--- config.mk ---
export PLATFORM = sky130hd
export DESIGN_NAME = ata_taskfile_command_issue_top_flat
export DESIGN_NICKNAME = d
export VERILOG_FILES = /design/src/hw/rtl/ata_tf_pkg.sv /design/src/hw/rtl/ata_tf_req_if.sv /design/src/hw/rtl/ata_tf_wr_if.sv /design/src/hw/rtl/ata_tf_front.sv /design/src/hw/rtl/ata_tf_cmdq.sv /design/src/hw/rtl/ata_tf_seq.sv /design/src/hw/rtl/ata_taskfile_command_issue_top.sv /design/src/flat_wrapper.sv
export VERILOG_INCLUDE_DIRS = /design/src /design/src/hw/rtl
export SDC_FILE = /design/constraint.sdc
export NUM_CORES = 1
export LEC_CHECK = 0
export BUFFER_PORTS_ARGS = -buffer_cell sky130_fd_sc_hd__buf_2
export CORE_UTILIZATION = 40
export CTS_CLUSTER_DIAMETER = 80
export DETAILED_ROUTE_END_ITERATION = 12
export PLACE_DENSITY = 0.61
export SYNTH_ARGS = -nofsm -noshare
export SYNTH_HDL_FRONTEND = slang
export SYNTH_SLANG_ARGS = --single-unit
--- constraint.sdc ---
create_clock -name clk -period 9.6 [get_ports clk]
set_input_delay 1.92 -clock clk [delete_from_list [all_inputs] [get_ports clk]]
set_output_delay 1.92 -clock clk [all_outputs]
set_load 0.1 [all_outputs]
--- src/hw/rtl/ata_taskfile_command_issue_top_assert.svh ---
// Assertion macros shared by the task-file command issue RTL.
// Each macro expects signals named clk and rst_n in the calling scope.
`ifndef ATA_TASKFILE_COMMAND_ISSUE_TOP_ASSERT_SVH
`define ATA_TASKFILE_COMMAND_ISSUE_TOP_ASSERT_SVH

// Same-cycle implication, disabled while reset is asserted.
`define ATA_TF_ASSERT_IMPL(label, ante, cons) \
  label: assert property (@(posedge clk) disable iff (!rst_n) (ante) |-> (cons)) \
    else $error("ata task-file assertion failed");

// Next-cycle implication, disabled while reset is asserted.
`define ATA_TF_ASSERT_NEXT(label, ante, cons) \
  label: assert property (@(posedge clk) disable iff (!rst_n) (ante) |=> (cons)) \
    else $error("ata task-file assertion failed");

`endif

--- src/hw/rtl/ata_tf_pkg.sv ---
// Package for the task-file command issue block: types, register codes, command bytes
// and the function that maps a sequencer step to one task-file write. No dependencies.
`timescale 1ns / 1ps
`default_nettype none

package ata_tf_pkg;

  localparam int CFG_IDX_W  = 2;
  localparam int CFG_DATA_W = 4;
  localparam int SLOT_MAP_W = 4;
  localparam int CMDQ_DEPTH = 2;
  localparam int STEP_W     = 5;

  localparam logic [CFG_IDX_W-1:0] CFG_CHANNEL_MAP = 2'd0;
  localparam logic [CFG_IDX_W-1:0] CFG_SLAVE_MAP   = 2'd1;
  localparam logic [CFG_IDX_W-1:0] CFG_LBA_MAP     = 2'd2;

  localparam logic [3:0] REG_SECCOUNT0 = 4'd2;
  localparam logic [3:0] REG_LBA0      = 4'd3;
  localparam logic [3:0] REG_LBA1      = 4'd4;
  localparam logic [3:0] REG_LBA2      = 4'd5;
  localparam logic [3:0] REG_DEVSEL    = 4'd6;
  localparam logic [3:0] REG_COMMAND   = 4'd7;
  localparam logic [3:0] REG_SECCOUNT1 = 4'd8;
  localparam logic [3:0] REG_LBA3      = 4'd9;
  localparam logic [3:0] REG_LBA4      = 4'd10;
  localparam logic [3:0] REG_LBA5      = 4'd11;
  localparam logic [3:0] REG_CONTROL   = 4'd12;

  localparam logic [7:0] DEVSEL_CHS = 8'hA0;
  localparam logic [7:0] DEVSEL_LBA = 8'hE0;
  localparam logic [7:0] CTRL_NIEN  = 8'h02;
  localparam logic [7:0] CTRL_HOB   = 8'h82;
  localparam logic [7:0] CMD_RD     = 8'h20;
  localparam logic [7:0] CMD_RD_EXT = 8'h24;
  localparam logic [7:0] CMD_WR     = 8'h30;
  localparam logic [7:0] CMD_WR_EXT = 8'h34;

  // floor(2^34 / 63); the estimate it gives is at most one below the true quotient.
  localparam logic [28:0] RECIP_63    = 29'd272696336;
  localparam int          RECIP_SHIFT = 34;
  localparam logic [6:0]  CHS_SECTORS = 7'd63;

  localparam logic [STEP_W-1:0] STEP_LAST_LBA48 = 5'd18;
  localparam logic [STEP_W-1:0] STEP_LAST_SHORT = 5'd6;
  localparam logic [STEP_W-1:0] STEP_SKIP_HOB   = 5'd12;

  typedef enum logic [1:0] {
    MODE_CHS   = 2'd0,
    MODE_LBA28 = 2'd1,
    MODE_LBA48 = 2'd2
  } mode_t;

  typedef struct packed {
    logic       chan;
    mode_t      mode;
    logic [7:0] devsel;
    logic [7:0] count;
    logic [7:0] a0;
    logic [7:0] a1;
    logic [7:0] a2;
    logic [7:0] a3;
    logic [7:0] cmd;
  } desc_t;

  typedef struct packed {
    logic       chan;
    logic [3:0] reg_idx;
    logic [7:0] data;
    mode_t      mode;
    logic       last;
  } wr_t;

  // Steps follow the LBA48 run; shorter runs skip the high-order steps 2 to 13.
  function automatic wr_t step_write(input desc_t d, input logic [STEP_W-1:0] s);
    wr_t w;
    w.chan    = d.chan;
    w.mode    = d.mode;
    w.last    = 1'b0;
    w.reg_idx = REG_CONTROL;
    w.data    = CTRL_NIEN;
    unique case (s)
      5'd1: begin
        w.reg_idx = REG_DEVSEL;
        w.data    = d.devsel;
      end
      5'd2, 5'd5, 5'd8, 5'd11: begin
        w.data = CTRL_HOB;
      end
      5'd3: begin
        w.reg_idx = REG_SECCOUNT1;
        w.data    = 8'h00;
      end
      5'd6: begin
        w.reg_idx = REG_LBA3;
        w.data    = d.a3;
      end
      5'd9: begin
        w.reg_idx = REG_LBA4;
        w.data    = 8'h00;
      end
      5'd12: begin
        w.reg_idx = REG_LBA5;
        w.data    = 8'h00;
      end
      5'd14: begin
        w.reg_idx = REG_SECCOUNT0;
        w.data    = d.count;
      end
      5'd15: begin
        w.reg_idx = REG_LBA0;
        w.data    = d.a0;
      end
      5'd16: begin
        w.reg_idx = REG_LBA1;
        w.data    = d.a1;
      end
      5'd17: begin
        w.reg_idx = REG_LBA2;
        w.data    = d.a2;
      end
      5'd18: begin
        w.reg_idx = REG_COMMAND;
        w.data    = d.cmd;
        w.last    = 1'b1;
      end
      default: begin
        w.reg_idx = REG_CONTROL;
      end
    endcase
    return w;
  endfunction

endpackage

`default_nettype wire

--- src/hw/rtl/ata_tf_req_if.sv ---
// Request channel interface: valid/ready handshake with one sector-access request.
// No dependencies.
`timescale 1ns / 1ps
`default_nettype none

interface ata_tf_req_if;
  logic        valid;
  logic        ready;
  logic        operation;
  logic [1:0]  drive_slot;
  logic [31:0] block_address;
  logic [7:0]  sector_total;

  modport source (output valid, operation, drive_slot, block_address, sector_total,
                  input ready);
  modport sink (input valid, operation, drive_slot, block_address, sector_total,
                output ready);
endinterface

`default_nettype wire

--- src/hw/rtl/ata_tf_wr_if.sv ---
// Result channel interface: valid/ready handshake with one task-file register write.
// No dependencies.
`timescale 1ns / 1ps
`default_nettype none

interface ata_tf_wr_if;
  logic       valid;
  logic       ready;
  logic       bus_channel;
  logic [3:0] register_index;
  logic [7:0] write_byte;
  logic [1:0] address_mode;
  logic       run_last;

  modport source (output valid, bus_channel, register_index, write_byte, address_mode,
                  run_last, input ready);
  modport sink (input valid, bus_channel, register_index, write_byte, address_mode,
                run_last, output ready);
endinterface

`default_nettype wire

--- src/hw/rtl/ata_tf_front.sv ---
// Front end: drive map registers, request capture and address classification.
// Depends on ata_tf_pkg and ata_tf_req_if; produces one command descriptor per request.
`timescale 1ns / 1ps
`default_nettype none

module ata_tf_front #(
  parameter int DRIVE_SLOTS = 4
) (
  input  logic                             clk,
  input  logic                             rst_n,
  input  logic                             cfg_we,
  input  logic [ata_tf_pkg::CFG_IDX_W-1:0]  cfg_index,
  input  logic [ata_tf_pkg::CFG_DATA_W-1:0] cfg_data,
  ata_tf_req_if.sink                       req,
  output logic                             push_valid,
  output ata_tf_pkg::desc_t                push_desc,
  input  logic                             q_full
);

  logic [DRIVE_SLOTS-1:0] chan_map_r;
  logic [DRIVE_SLOTS-1:0] slave_map_r;
  logic [DRIVE_SLOTS-1:0] lba_map_r;

  logic [ata_tf_pkg::SLOT_MAP_W-1:0] chan_ext;
  logic [ata_tf_pkg::SLOT_MAP_W-1:0] slave_ext;
  logic [ata_tf_pkg::SLOT_MAP_W-1:0] lba_ext;

  logic        accept;
  logic        a_valid_r;
  logic        a_valid_nxt;
  logic        a_op_r;
  logic        a_chan_r;
  logic        a_slave_r;
  logic        a_lbacap_r;
  logic [31:0] a_lba_r;
  logic [7:0]  a_count_r;
  logic [56:0] a_prod_r;
  logic [56:0] a_prod_nxt;

  logic [21:0] q_est;
  logic [21:0] q_fix;
  logic [27:0] q_times63;
  logic [27:0] r_est;
  logic [6:0]  r_fix;
  logic [15:0] cyl;
  logic [3:0]  head;
  logic        is_lba48;

  always_ff @(posedge clk) begin
    if (!rst_n) begin
      chan_map_r  <= '0;
      slave_map_r <= '0;
      lba_map_r   <= '0;
    end else if (cfg_we) begin
      unique case (cfg_index)
        ata_tf_pkg::CFG_CHANNEL_MAP: chan_map_r  <= cfg_data[DRIVE_SLOTS-1:0];
        ata_tf_pkg::CFG_SLAVE_MAP:   slave_map_r <= cfg_data[DRIVE_SLOTS-1:0];
        ata_tf_pkg::CFG_LBA_MAP:     lba_map_r   <= cfg_data[DRIVE_SLOTS-1:0];
        default: begin
        end
      endcase
    end
  end

  // Slots past the configured count read as zero through the extension.
  assign chan_ext  = ata_tf_pkg::SLOT_MAP_W'(chan_map_r);
  assign slave_ext = ata_tf_pkg::SLOT_MAP_W'(slave_map_r);
  assign lba_ext   = ata_tf_pkg::SLOT_MAP_W'(lba_map_r);

  assign req.ready   = !a_valid_r || !q_full;
  assign accept      = req.valid && req.ready;
  assign a_valid_nxt = accept || (a_valid_r && q_full);
  assign a_prod_nxt  = req.block_address[27:0] * ata_tf_pkg::RECIP_63;

  always_ff @(posedge clk) begin
    if (!rst_n) begin
      a_valid_r <= 1'b0;
    end else begin
      a_valid_r <= a_valid_nxt;
    end
  end

  always_ff @(posedge clk) begin
    if (accept) begin
      a_op_r     <= req.operation;
      a_chan_r   <= chan_ext[req.drive_slot];
      a_slave_r  <= slave_ext[req.drive_slot];
      a_lbacap_r <= lba_ext[req.drive_slot];
      a_lba_r    <= req.block_address;
      a_count_r  <= req.sector_total;
      a_prod_r   <= a_prod_nxt;
    end
  end

  // CHS: q = lba / 63, sector = remainder + 1, cylinder = q / 16, head = q % 16.
  assign q_est     = a_prod_r[ata_tf_pkg::RECIP_SHIFT+21:ata_tf_pkg::RECIP_SHIFT];
  assign q_times63 = {q_est, 6'b0} - {6'b0, q_est};
  assign r_est     = a_lba_r[27:0] - q_times63;

  always_comb begin
    if (r_est[6:0] >= ata_tf_pkg::CHS_SECTORS) begin
      q_fix = q_est + 22'd1;
      r_fix = r_est[6:0] - ata_tf_pkg::CHS_SECTORS;
    end else begin
      q_fix = q_est;
      r_fix = r_est[6:0];
    end
  end

  assign cyl      = q_fix[19:4];
  assign is_lba48 = |a_lba_r[31:28];

  always_comb begin
    push_desc.chan  = a_chan_r;
    push_desc.count = a_count_r;
    push_desc.a3    = 8'h00;
    priority if (is_lba48) begin
      push_desc.mode = ata_tf_pkg::MODE_LBA48;
      push_desc.a0   = a_lba_r[7:0];
      push_desc.a1   = a_lba_r[15:8];
      push_desc.a2   = a_lba_r[23:16];
      push_desc.a3   = a_lba_r[31:24];
      head           = 4'd0;
    end else if (a_lbacap_r) begin
      push_desc.mode = ata_tf_pkg::MODE_LBA28;
      push_desc.a0   = a_lba_r[7:0];
      push_desc.a1   = a_lba_r[15:8];
      push_desc.a2   = a_lba_r[23:16];
      head           = a_lba_r[27:24];
    end else begin
      push_desc.mode = ata_tf_pkg::MODE_CHS;
      push_desc.a0   = {1'b0, r_fix} + 8'd1;
      push_desc.a1   = cyl[7:0];
      push_desc.a2   = cyl[15:8];
      head           = q_fix[3:0];
    end
    push_desc.devsel = ((push_desc.mode == ata_tf_pkg::MODE_CHS) ?
                        ata_tf_pkg::DEVSEL_CHS : ata_tf_pkg::DEVSEL_LBA) |
                       {3'b000, a_slave_r, head};
    if (push_desc.mode == ata_tf_pkg::MODE_LBA48) begin
      push_desc.cmd = a_op_r ? ata_tf_pkg::CMD_WR_EXT : ata_tf_pkg::CMD_RD_EXT;
    end else begin
      push_desc.cmd = a_op_r ? ata_tf_pkg::CMD_WR : ata_tf_pkg::CMD_RD;
    end
  end

  assign push_valid = a_valid_r;

endmodule

`default_nettype wire

--- src/hw/rtl/ata_tf_cmdq.sv ---
// Two-entry command queue between the front end and the write sequencer.
// Depends on ata_tf_pkg for the descriptor type and depth.
`timescale 1ns / 1ps
`default_nettype none

module ata_tf_cmdq (
  input  logic              clk,
  input  logic              rst_n,
  input  logic              push_valid,
  input  ata_tf_pkg::desc_t push_desc,
  output logic              full,
  output logic              head_valid,
  output ata_tf_pkg::desc_t head,
  input  logic              pop
);

  localparam int PTR_W = $clog2(ata_tf_pkg::CMDQ_DEPTH);
  localparam int CNT_W = $clog2(ata_tf_pkg::CMDQ_DEPTH + 1);

  ata_tf_pkg::desc_t entry_r [ata_tf_pkg::CMDQ_DEPTH];
  logic [PTR_W-1:0]  wr_ptr_r;
  logic [PTR_W-1:0]  rd_ptr_r;
  logic [CNT_W-1:0]  count_r;
  logic [CNT_W-1:0]  count_nxt;
  logic              push;

  assign full       = (count_r == CNT_W'(ata_tf_pkg::CMDQ_DEPTH));
  assign head_valid = (count_r != '0);
  assign head       = entry_r[rd_ptr_r];
  assign push       = push_valid && !full;

  always_comb begin
    count_nxt = count_r;
    if (push && !pop) begin
      count_nxt = count_r + CNT_W'(1);
    end else if (pop && !push) begin
      count_nxt = count_r - CNT_W'(1);
    end
  end

  always_ff @(posedge clk) begin
    if (!rst_n) begin
      wr_ptr_r <= '0;
      rd_ptr_r <= '0;
      count_r  <= '0;
    end else begin
      count_r <= count_nxt;
      if (push) begin
        wr_ptr_r <= wr_ptr_r + PTR_W'(1);
      end
      if (pop) begin
        rd_ptr_r <= rd_ptr_r + PTR_W'(1);
      end
    end
  end

  always_ff @(posedge clk) begin
    if (push) begin
      entry_r[wr_ptr_r] <= push_desc;
    end
  end

endmodule

`default_nettype wire

--- src/hw/rtl/ata_tf_seq.sv ---
// Back end: steps through the queue head's register-write run into an output register,
// one write per cycle unless stalled. Uses ata_tf_pkg, ata_tf_wr_if, assertion macros.
`timescale 1ns / 1ps
`default_nettype none

`include "ata_taskfile_command_issue_top_assert.svh"

module ata_tf_seq (
  input  logic              clk,
  input  logic              rst_n,
  input  logic              head_valid,
  input  ata_tf_pkg::desc_t head,
  output logic              pop,
  ata_tf_wr_if.source       wr
);

  logic [ata_tf_pkg::STEP_W-1:0] step_r;
  logic [ata_tf_pkg::STEP_W-1:0] step_nxt;
  logic [ata_tf_pkg::STEP_W-1:0] eff_step;
  logic                          out_valid_r;
  logic                          out_valid_nxt;
  ata_tf_pkg::wr_t               out_q_r;
  ata_tf_pkg::wr_t               cur_wr;
  logic                          advance;
  logic                          issue;

  assign advance = !out_valid_r || wr.ready;
  assign issue   = advance && head_valid;

  always_comb begin
    if (head.mode == ata_tf_pkg::MODE_LBA48 || step_r < 5'd2) begin
      eff_step = step_r;
    end else begin
      eff_step = step_r + ata_tf_pkg::STEP_SKIP_HOB;
    end
  end

  assign cur_wr = ata_tf_pkg::step_write(head, eff_step);
  assign pop    = issue && cur_wr.last;

  always_comb begin
    step_nxt = step_r;
    if (issue) begin
      step_nxt = cur_wr.last ? '0 : step_r + 5'd1;
    end
  end

  assign out_valid_nxt = issue || (out_valid_r && !wr.ready);

  always_ff @(posedge clk) begin
    if (!rst_n) begin
      step_r      <= '0;
      out_valid_r <= 1'b0;
    end else begin
      step_r      <= step_nxt;
      out_valid_r <= out_valid_nxt;
    end
  end

  always_ff @(posedge clk) begin
    if (issue) begin
      out_q_r <= cur_wr;
    end
  end

  assign wr.valid          = out_valid_r;
  assign wr.bus_channel    = out_q_r.chan;
  assign wr.register_index = out_q_r.reg_idx;
  assign wr.write_byte     = out_q_r.data;
  assign wr.address_mode   = 2'(out_q_r.mode);
  assign wr.run_last       = out_q_r.last;

  `ATA_TF_ASSERT_IMPL(a_last_is_command, out_valid_r && out_q_r.last,
                      out_q_r.reg_idx == ata_tf_pkg::REG_COMMAND)
  `ATA_TF_ASSERT_IMPL(a_mid_run_has_head, step_r != '0, head_valid)
  `ATA_TF_ASSERT_IMPL(a_short_run_bound, head_valid && head.mode != ata_tf_pkg::MODE_LBA48,
                      step_r <= ata_tf_pkg::STEP_LAST_SHORT)
  `ATA_TF_ASSERT_IMPL(a_long_run_bound, head_valid,
                      step_r <= ata_tf_pkg::STEP_LAST_LBA48)

endmodule

`default_nettype wire

--- src/hw/rtl/ata_taskfile_command_issue_top.sv ---
// ATA task-file command issue: one request in, a run of 19 (LBA48) or 7 register writes out.
// A request is registered in the front end, then queued; its first write is registered
// at the sequencer output. Writes leave at one per cycle unless the output stalls; the
// write sequencer sets this rate, and a two-entry queue lets the front end run ahead.
// Reset is synchronous and active low: drive maps clear to zero and all queues empty.
// Depends on ata_tf_pkg, both channel interfaces, ata_tf_front, ata_tf_cmdq, ata_tf_seq.
`timescale 1ns / 1ps
`default_nettype none

module ata_taskfile_command_issue_top #(
  parameter int DRIVE_SLOTS = 4
) (
  input  logic                             clk,
  input  logic                             rst_n,
  input  logic                             cfg_we,
  input  logic [ata_tf_pkg::CFG_IDX_W-1:0]  cfg_index,
  input  logic [ata_tf_pkg::CFG_DATA_W-1:0] cfg_data,
  ata_tf_req_if.sink                       in_req,
  ata_tf_wr_if.source                      out_wr
);

  logic              push_valid;
  ata_tf_pkg::desc_t push_desc;
  logic              q_full;
  logic              head_valid;
  ata_tf_pkg::desc_t head;
  logic              pop;

  ata_tf_front #(
    .DRIVE_SLOTS(DRIVE_SLOTS)
  ) u_front (
    .clk       (clk),
    .rst_n     (rst_n),
    .cfg_we    (cfg_we),
    .cfg_index (cfg_index),
    .cfg_data  (cfg_data),
    .req       (in_req),
    .push_valid(push_valid),
    .push_desc (push_desc),
    .q_full    (q_full)
  );

  ata_tf_cmdq u_cmdq (
    .clk       (clk),
    .rst_n     (rst_n),
    .push_valid(push_valid),
    .push_desc (push_desc),
    .full      (q_full),
    .head_valid(head_valid),
    .head      (head),
    .pop       (pop)
  );

  ata_tf_seq u_seq (
    .clk       (clk),
    .rst_n     (rst_n),
    .head_valid(head_valid),
    .head      (head),
    .pop       (pop),
    .wr        (out_wr)
  );

endmodule

`default_nettype wire
--- src/flat_wrapper.sv ---
// flat-port wrapper written by rule: the top's interface ports become plain ports
module ata_taskfile_command_issue_top_flat 
#(
  parameter int DRIVE_SLOTS = 4
)
  (clk, rst_n, cfg_we, cfg_index, cfg_data, in_req_valid, in_req_operation, in_req_drive_slot, in_req_block_address, in_req_sector_total, in_req_ready, out_wr_valid, out_wr_bus_channel, out_wr_register_index, out_wr_write_byte, out_wr_address_mode, out_wr_run_last, out_wr_ready);
  ata_tf_req_if in_req_i ();
  ata_tf_wr_if out_wr_i ();
  input  logic clk;
  input  logic rst_n;
  input  logic cfg_we;
  input  logic [ata_tf_pkg::CFG_IDX_W-1:0] cfg_index;
  input  logic [ata_tf_pkg::CFG_DATA_W-1:0] cfg_data;
  input wire logic [$bits(in_req_i.valid)-1:0] in_req_valid;
  input wire logic [$bits(in_req_i.operation)-1:0] in_req_operation;
  input wire logic [$bits(in_req_i.drive_slot)-1:0] in_req_drive_slot;
  input wire logic [$bits(in_req_i.block_address)-1:0] in_req_block_address;
  input wire logic [$bits(in_req_i.sector_total)-1:0] in_req_sector_total;
  output wire logic [$bits(in_req_i.ready)-1:0] in_req_ready;
  output wire logic [$bits(out_wr_i.valid)-1:0] out_wr_valid;
  output wire logic [$bits(out_wr_i.bus_channel)-1:0] out_wr_bus_channel;
  output wire logic [$bits(out_wr_i.register_index)-1:0] out_wr_register_index;
  output wire logic [$bits(out_wr_i.write_byte)-1:0] out_wr_write_byte;
  output wire logic [$bits(out_wr_i.address_mode)-1:0] out_wr_address_mode;
  output wire logic [$bits(out_wr_i.run_last)-1:0] out_wr_run_last;
  input wire logic [$bits(out_wr_i.ready)-1:0] out_wr_ready;
  assign in_req_i.valid = in_req_valid;
  assign in_req_i.operation = in_req_operation;
  assign in_req_i.drive_slot = in_req_drive_slot;
  assign in_req_i.block_address = in_req_block_address;
  assign in_req_i.sector_total = in_req_sector_total;
  assign in_req_ready = in_req_i.ready;
  assign out_wr_valid = out_wr_i.valid;
  assign out_wr_bus_channel = out_wr_i.bus_channel;
  assign out_wr_register_index = out_wr_i.register_index;
  assign out_wr_write_byte = out_wr_i.write_byte;
  assign out_wr_address_mode = out_wr_i.address_mode;
  assign out_wr_run_last = out_wr_i.run_last;
  assign out_wr_i.ready = out_wr_ready;
  ata_taskfile_command_issue_top #(.DRIVE_SLOTS(DRIVE_SLOTS)) u_core (.clk(clk), .rst_n(rst_n), .cfg_we(cfg_we), .cfg_index(cfg_index), .cfg_data(cfg_data), .in_req(in_req_i), .out_wr(out_wr_i));
endmodule
== Word level (Yosys, flattened, before mapping) ==
Memory sizes are Yosys's and may differ from the RTL's. A register that Yosys moved wholly into a read port is not among the register bits.
Index checks and enable logic that the tools add are counted.

* Register bits: 133
* Output and inout port bits: 18
* Word-level logic and storage cells: 116
* RAM bits: 112
* Bits of input ports: 54
* Memories: 1

* Multiply operators: 1
* Order comparisons: 3
* Add/sub/neg operators: 11
* Equal/unequal tests: 19
* Mux-type cells: 30
* Reductions and logical operators: 29
* Bitwise operators: 1

{| class="wikitable"
|+ Memories
! name !! words !! width !! read ports !! clocked after Yosys merged registers in !! write ports !! RTL line !! source
|-
| u_core.u_cmdq.entry_r || 2 || 56 || 1 || 1 || 1 || ata_tf_cmdq.sv:20 || <nowiki>ata_tf_pkg::desc_t entry_r [ata_tf_pkg::CMDQ_DEPTH];</nowiki>
|}

{| class="wikitable"
|+ Operators with widths
! cell !! number
|-
| $pmux W8 S9 || 1
|-
| $mul A28 B25 Y50 const B || 1
|-
| $mux W24 || 2
|-
| $pmux W4 S10 || 1
|-
| $eq A5 B4 Y1 const B || 6
|-
| $mux W5 || 5
|-
| $add A20 B1 Y20 const B || 1
|-
| $mux W20 || 1
|-
| $eq A5 B5 Y1 const B || 3
|-
| $mux W7 || 2
|-
| $sub A7 B7 Y7 || 2
|-
| $eq A5 B2 Y1 const B || 2
|-
| $eq A5 B3 Y1 const B || 2
|-
| $mux W1 || 9
|-
| $add A7 B1 Y8 const B || 1
|-
| $eq A2 B2 Y1 const B || 4
|-
| $logic_and A1 B1 Y1 || 8
|-
| $mux W4 || 2
|-
| $mux W8 || 1
|-
| $or A8 B5 Y8 || 1
|-
| $reduce_or A4 Y1 || 2
|-
| $ge A7 B6 Y1 const B || 1
|-
| $sub A7 B6 Y7 const B || 1
|-
| $bmux W1 S2 || 3
|-
| other kinds (16) || 32
|}

== Longest topological paths before layout ==
* Depth after elaboration: 9
* Mapped depth: 20
* Mapped depth without buffers: 19

== Hierarchy ==
Synthesis repeated with hierarchy kept, for this count alone.

* Cell total of the unflattened synthesis: 1148
* Area total of the unflattened synthesis: 13829.5 sq um

{| class="wikitable"
|+ By module, submodules not included
! module !! cells each !! area an instance (sq um) !! times used !! seq. area each (sq um)
|-
| ata_tf_front || 757 || 7698.6 || 1 || 2182.1
|-
| ata_tf_cmdq || 209 || 4538.1 || 1 || 3643.5
|-
| ata_tf_seq || 182 || 1592.8 || 1 || 600.6
|}

== Worst setup path before layout ==
Ideal clock, no wire load.

* Path kind: in2reg
* Start: in in_req_block_address[2]
* End: reg u_core.u_front.a_prod_r[51], data pin
* Stages on the path: 17
* Slack: 3.202 ns
* Path buffers: 0
* Library setup time: 0.258 ns
* Arrival: 6.140 ns
* Required time: 9.342 ns
* Cells stage by stage: ha_1 -> fa_1 -> inv_1 -> fa_1 -> inv_1 -> fa_1 -> ha_1 -> ha_1 -> a211oi_1 -> nor2_1 -> a2111oi_0 -> a21oi_1 -> o21ai_0 -> nand2_1 -> a211o_1 -> a21oi_1 -> xnor2_1

* Cells in the longest elaborated chain, start to end: 1

{| class="wikitable"
|+ Ends and longest elaborated chain
! what !! RTL line !! source
|-
| from (decl) || flat_wrapper.sv:17 || <nowiki>input wire logic [$bits(in_req_i.block_address)-1:0] in_req_block_address;</nowiki>
|-
| $mul A28 B25 Y50 || ata_tf_front.sv:73 || <nowiki>assign a_prod_nxt = req.block_address[27:0] * ata_tf_pkg::RECIP_63;</nowiki>
|-
| via u_core.u_front.a_prod_nxt[51] || ata_tf_front.sv:38 || <nowiki>logic [56:0] a_prod_nxt;</nowiki>
|-
| to (signal assigned) || ata_tf_front.sv:91 || <nowiki>a_prod_r <= a_prod_nxt;</nowiki>
|-
| to (decl) || ata_tf_front.sv:37 || <nowiki>logic [56:0] a_prod_r;</nowiki>
|}

The timed path passes the listed nets, and every way through them passes these cells.
A chain may end at the register's enable or synchronous reset.

== Worst setup path after layout ==
* Start: in in_req_block_address[7]
* End: reg u_core.u_front.a_prod_r[53], data pin

Same word-level chain as after synthesis.

==> results.sh <==
export IMPL_cts_tree="yes"
export IMPL_placementRows=65
export IMPL_grt_pass1_vias=8468
export IMPL_synth_simple_area_share=0.0880
export IMPL_drt_iter0_markers=458
export IMPL_num_vias=8254
export IMPL_slew_viol_final=0
export IMPL_min_period_ns=6.70
export IMPL_start_util=0.407
export IMPL_clk_pin_slew_worst_paths_ns=0.06
export IMPL_cts_buffer_depth=3
export IMPL_cts_root_buf="clkbuf_16"
export IMPL_period_share=0.698
export IMPL_post_cts_setup_buffer_count=0
export IMPL_finalHoldViolations=0
export IMPL_maxCapViolCount=0
export IMPL_run_status="completed"
export IMPL_path_class="in2reg"
export IMPL_synthDistinctLibCells=65
export IMPL_worst_slack_ns=2.90
export IMPL_fin_cells=1580
export IMPL_insertedDiodeCount=0
export IMPL_synth_warnings=0
export IMPL_layout_common_cells="edfxtp_1, ha_1, inv_1, nand2_1, buf_2"
export IMPL_synth_avg_cell_area_sq_um=11.8
export IMPL_finalSetupViolations=0
export IMPL_arrival_ns=6.95
export IMPL_synth_adder_area_share=0.206
export IMPL_cts_hold_buffers=0
export IMPL_post_route_util=0.454
export IMPL_synthMuxAreaShare=0.0593
export IMPL_synth_top_family_by_area="adder cells"
export IMPL_yosysTopAreaCellShare=0.425
export IMPL_synth_xor_area_frac=0.0402
export IMPL_dp_cells=1542
export IMPL_pre_cts_slack_ns=2.47
export IMPL_crit_path_max_fanout=4
export IMPL_synth_area_sq_um=12800
export IMPL_tns_ns=0
export IMPL_required_ns=9.85
export IMPL_hp_class="reg2reg"
export IMPL_core_area_sq_um=31600
export IMPL_fin_skew_ns=0.0147
export IMPL_grt_pass1_wl_microns=46000
export IMPL_final_common_cell="edfxtp_1"
export IMPL_slew_headroom=0.425
export IMPL_dr_pass1_iters=5
export IMPL_syn_inst=1087
export IMPL_worst_pin_slew_ns=0.862
export IMPL_wirelength_microns=28600
export IMPL_p_per_area_nw_per_um2=245
export IMPL_via_per_inst=5.22
export IMPL_place_congestion=0.890
export IMPL_drive_gt1_frac=0.119
export IMPL_portBuffers=71
export IMPL_synth_edf_count=182
export IMPL_synth_area_leaders="edfxtp_1, ha_1, fa_1"
export IMPL_max_vdd_ir_drop_mv=0.115
export IMPL_antenna_found_initial=0
export IMPL_cts_sinks=206
export IMPL_wire_per_inst_microns=18.1
export IMPL_grt_max_degree=65
export IMPL_track_usage=0.177
export IMPL_p_leak_uw=0.00609
export IMPL_fillers=2897
export IMPL_rsz0062_at_grt="no"
export IMPL_dieArea_sq_um=32800
export IMPL_clock_fmax_ghz=0.149
export IMPL_syn_nets=1335
export IMPL_netlist_top_cell_by_area="edfxtp_1"
export IMPL_drtAntennaViolNets=0
export IMPL_h_tree_depth=1
export IMPL_synth_flop_cell="edfxtp_1"
export IMPL_drc=0
export IMPL_fin_nets=1412
export IMPL_cts_resized=0
export IMPL_cp_end_kind="flip-flop"
export IMPL_cts_buffers=22
export IMPL_area_growth_pct=11.6
export IMPL_die_y_microns=181
export IMPL_ys_ff_latch=206
export IMPL_dp_hpwl_microns=21600
export IMPL_worst_skew_pair_late_latency_ns=0.50
export IMPL_die_w_microns=181
export IMPL_synth_compound_area_frac=0.103
export IMPL_start_kind="primary input"
export IMPL_io_pins=72
export IMPL_ys_seq_area_frac=0.463
export IMPL_synthArstFlopShare=0
export IMPL_overflow=0
## flip-flops by register name, indices dropped and copies added, names as in the netlist, 4 cells and up, named ones only
register / count
u_core.u_seq.step_r: 5
u_core.u_cmdq.entry_r: 102
u_core.u_front.chan_ext: 4
u_core.u_front.a_prod_r: 20
u_core.u_front.a_lba_r: 32
u_core.u_front.a_count_r: 8
u_core.u_seq.wr.write_byte: 8
u_core.u_front.slave_ext: 4
u_core.u_front.lba_ext: 4
u_core.u_seq.wr.register_index: 4
## through the flow
step / cell area, sq um / hold WS, ns / power (uW)
after floorplan: 12800 / 0.421 / 2360
after global placement: 13700 / 0.426 / 2730
after detailed placement: 13700 / 0.432 / 2730
after CTS: 14300 / 0.454 / 3530
after global routing: 14300 / 0.463 / 3750
final: 14300 / 0.449 / 3510
## synth_stat cells (5+ instances only)
library cell	n
o21ai_0	46
or3_1	5
edfxtp_1	182
o31ai_1	5
fa_1	29
and3_1	10
nor2b_1	19
xor2_1	24
nor2_1	30
a21boi_0	10
o21bai_1	8
a211o_1	6
xnor2_1	35
mux4_2	9
mux2i_1	48
nand2_1	73
mux2_2	7
nand4_1	9
nor3_1	5
ha_1	165
a21oi_1	42
and2_1	15
dfxtp_1	24
o21a_1	6
a31oi_1	6
nand3_1	22
and4_1	5
o22ai_1	15
a21o_1	20
inv_1	116
clkbuf_1	20
nand2b_1	8
## path summary, 6_finish.rpt
kind                                                            start                                endpoint  slack (ns)  cells past startpoint
worst min register to register      u_core.u_front.a_chan_r$_DFFE_PP_  u_core.u_cmdq.entry_r[1][55]$_DFFE_PP_        0.45                      0
worst max-delay path                          in_req_block_address[7]   u_core.u_front.a_prod_r[53]$_DFFE_PP_        2.90                     20
worst min-delay path                u_core.u_front.a_chan_r$_DFFE_PP_  u_core.u_cmdq.entry_r[1][55]$_DFFE_PP_        0.45                      0
worst max register to register  u_core.u_front.a_prod_r[36]$_DFFE_PP_  u_core.u_cmdq.entry_r[1][35]$_DFFE_PP_        5.13                     15
## where the power goes
group / total, uW / switching [uW] / internal (uW) / leakage, uW
Sequential: 1140 / 48.8 / 1090 / 0.00191
Clock: 777 / 329 / 448 / 0.000318
Combinational: 1590 / 980 / 612 / 0.00386
Total: 3510 / 1360 / 2150 / 0.00609
## worst max-delay path, stage by stage
cell,delay (ns)
buf_2,0.14
ha_1,0.30
inv_1,0.06
fa_1,0.50
inv_1,0.07
fa_1,0.54
inv_1,0.06
fa_1,0.50
inv_1,0.04
ha_1,0.30
ha_1,0.26
a211oi_1,0.28
nor2_1,0.11
a2111oi_0,0.70
a21oi_1,0.24
nor2_1,0.16
o211ai_1,0.18
a211o_1,0.32
a21oi_1,0.18
xnor2_1,0.08
## final cells by class
cell class	instances	area (sq um)	share of cell area
inverter	116	435	0.0304
tap	402	503	0.0351
clock buffer	26	566	0.0395
clock inverter	12	100	0.00698
timing repair buffer	77	400	0.0279
sequential	206	5950	0.415
multi-input combinational	741	6380	0.445
## cells by family after synthesis
logic type               count (synthesis)
adder cells (fa/ha/maj)                194
AND/OR/NAND/NOR                        221
buffers and inverters                  140
flip-flops                             206
multiplexers                            64
XOR/XNOR                                59
AO/OA/AOI/OAI                          203
## per-layer routing
metal | vias up | wire [microns] | global-route usage | part of all wire
li1 | 4125 | - | - | -
met1 | 3939 | 13500 | 0.247 | 0.47
met2 | 169 | 13600 | 0.299 | 0.48
met3 | 21 | 989 | 0.0175 | 0.035
met4 | 0 | 439 | 0.0369 | 0.015
met5 | - | 0 | 0 | 0
Power figures use the tool's default switching activity.
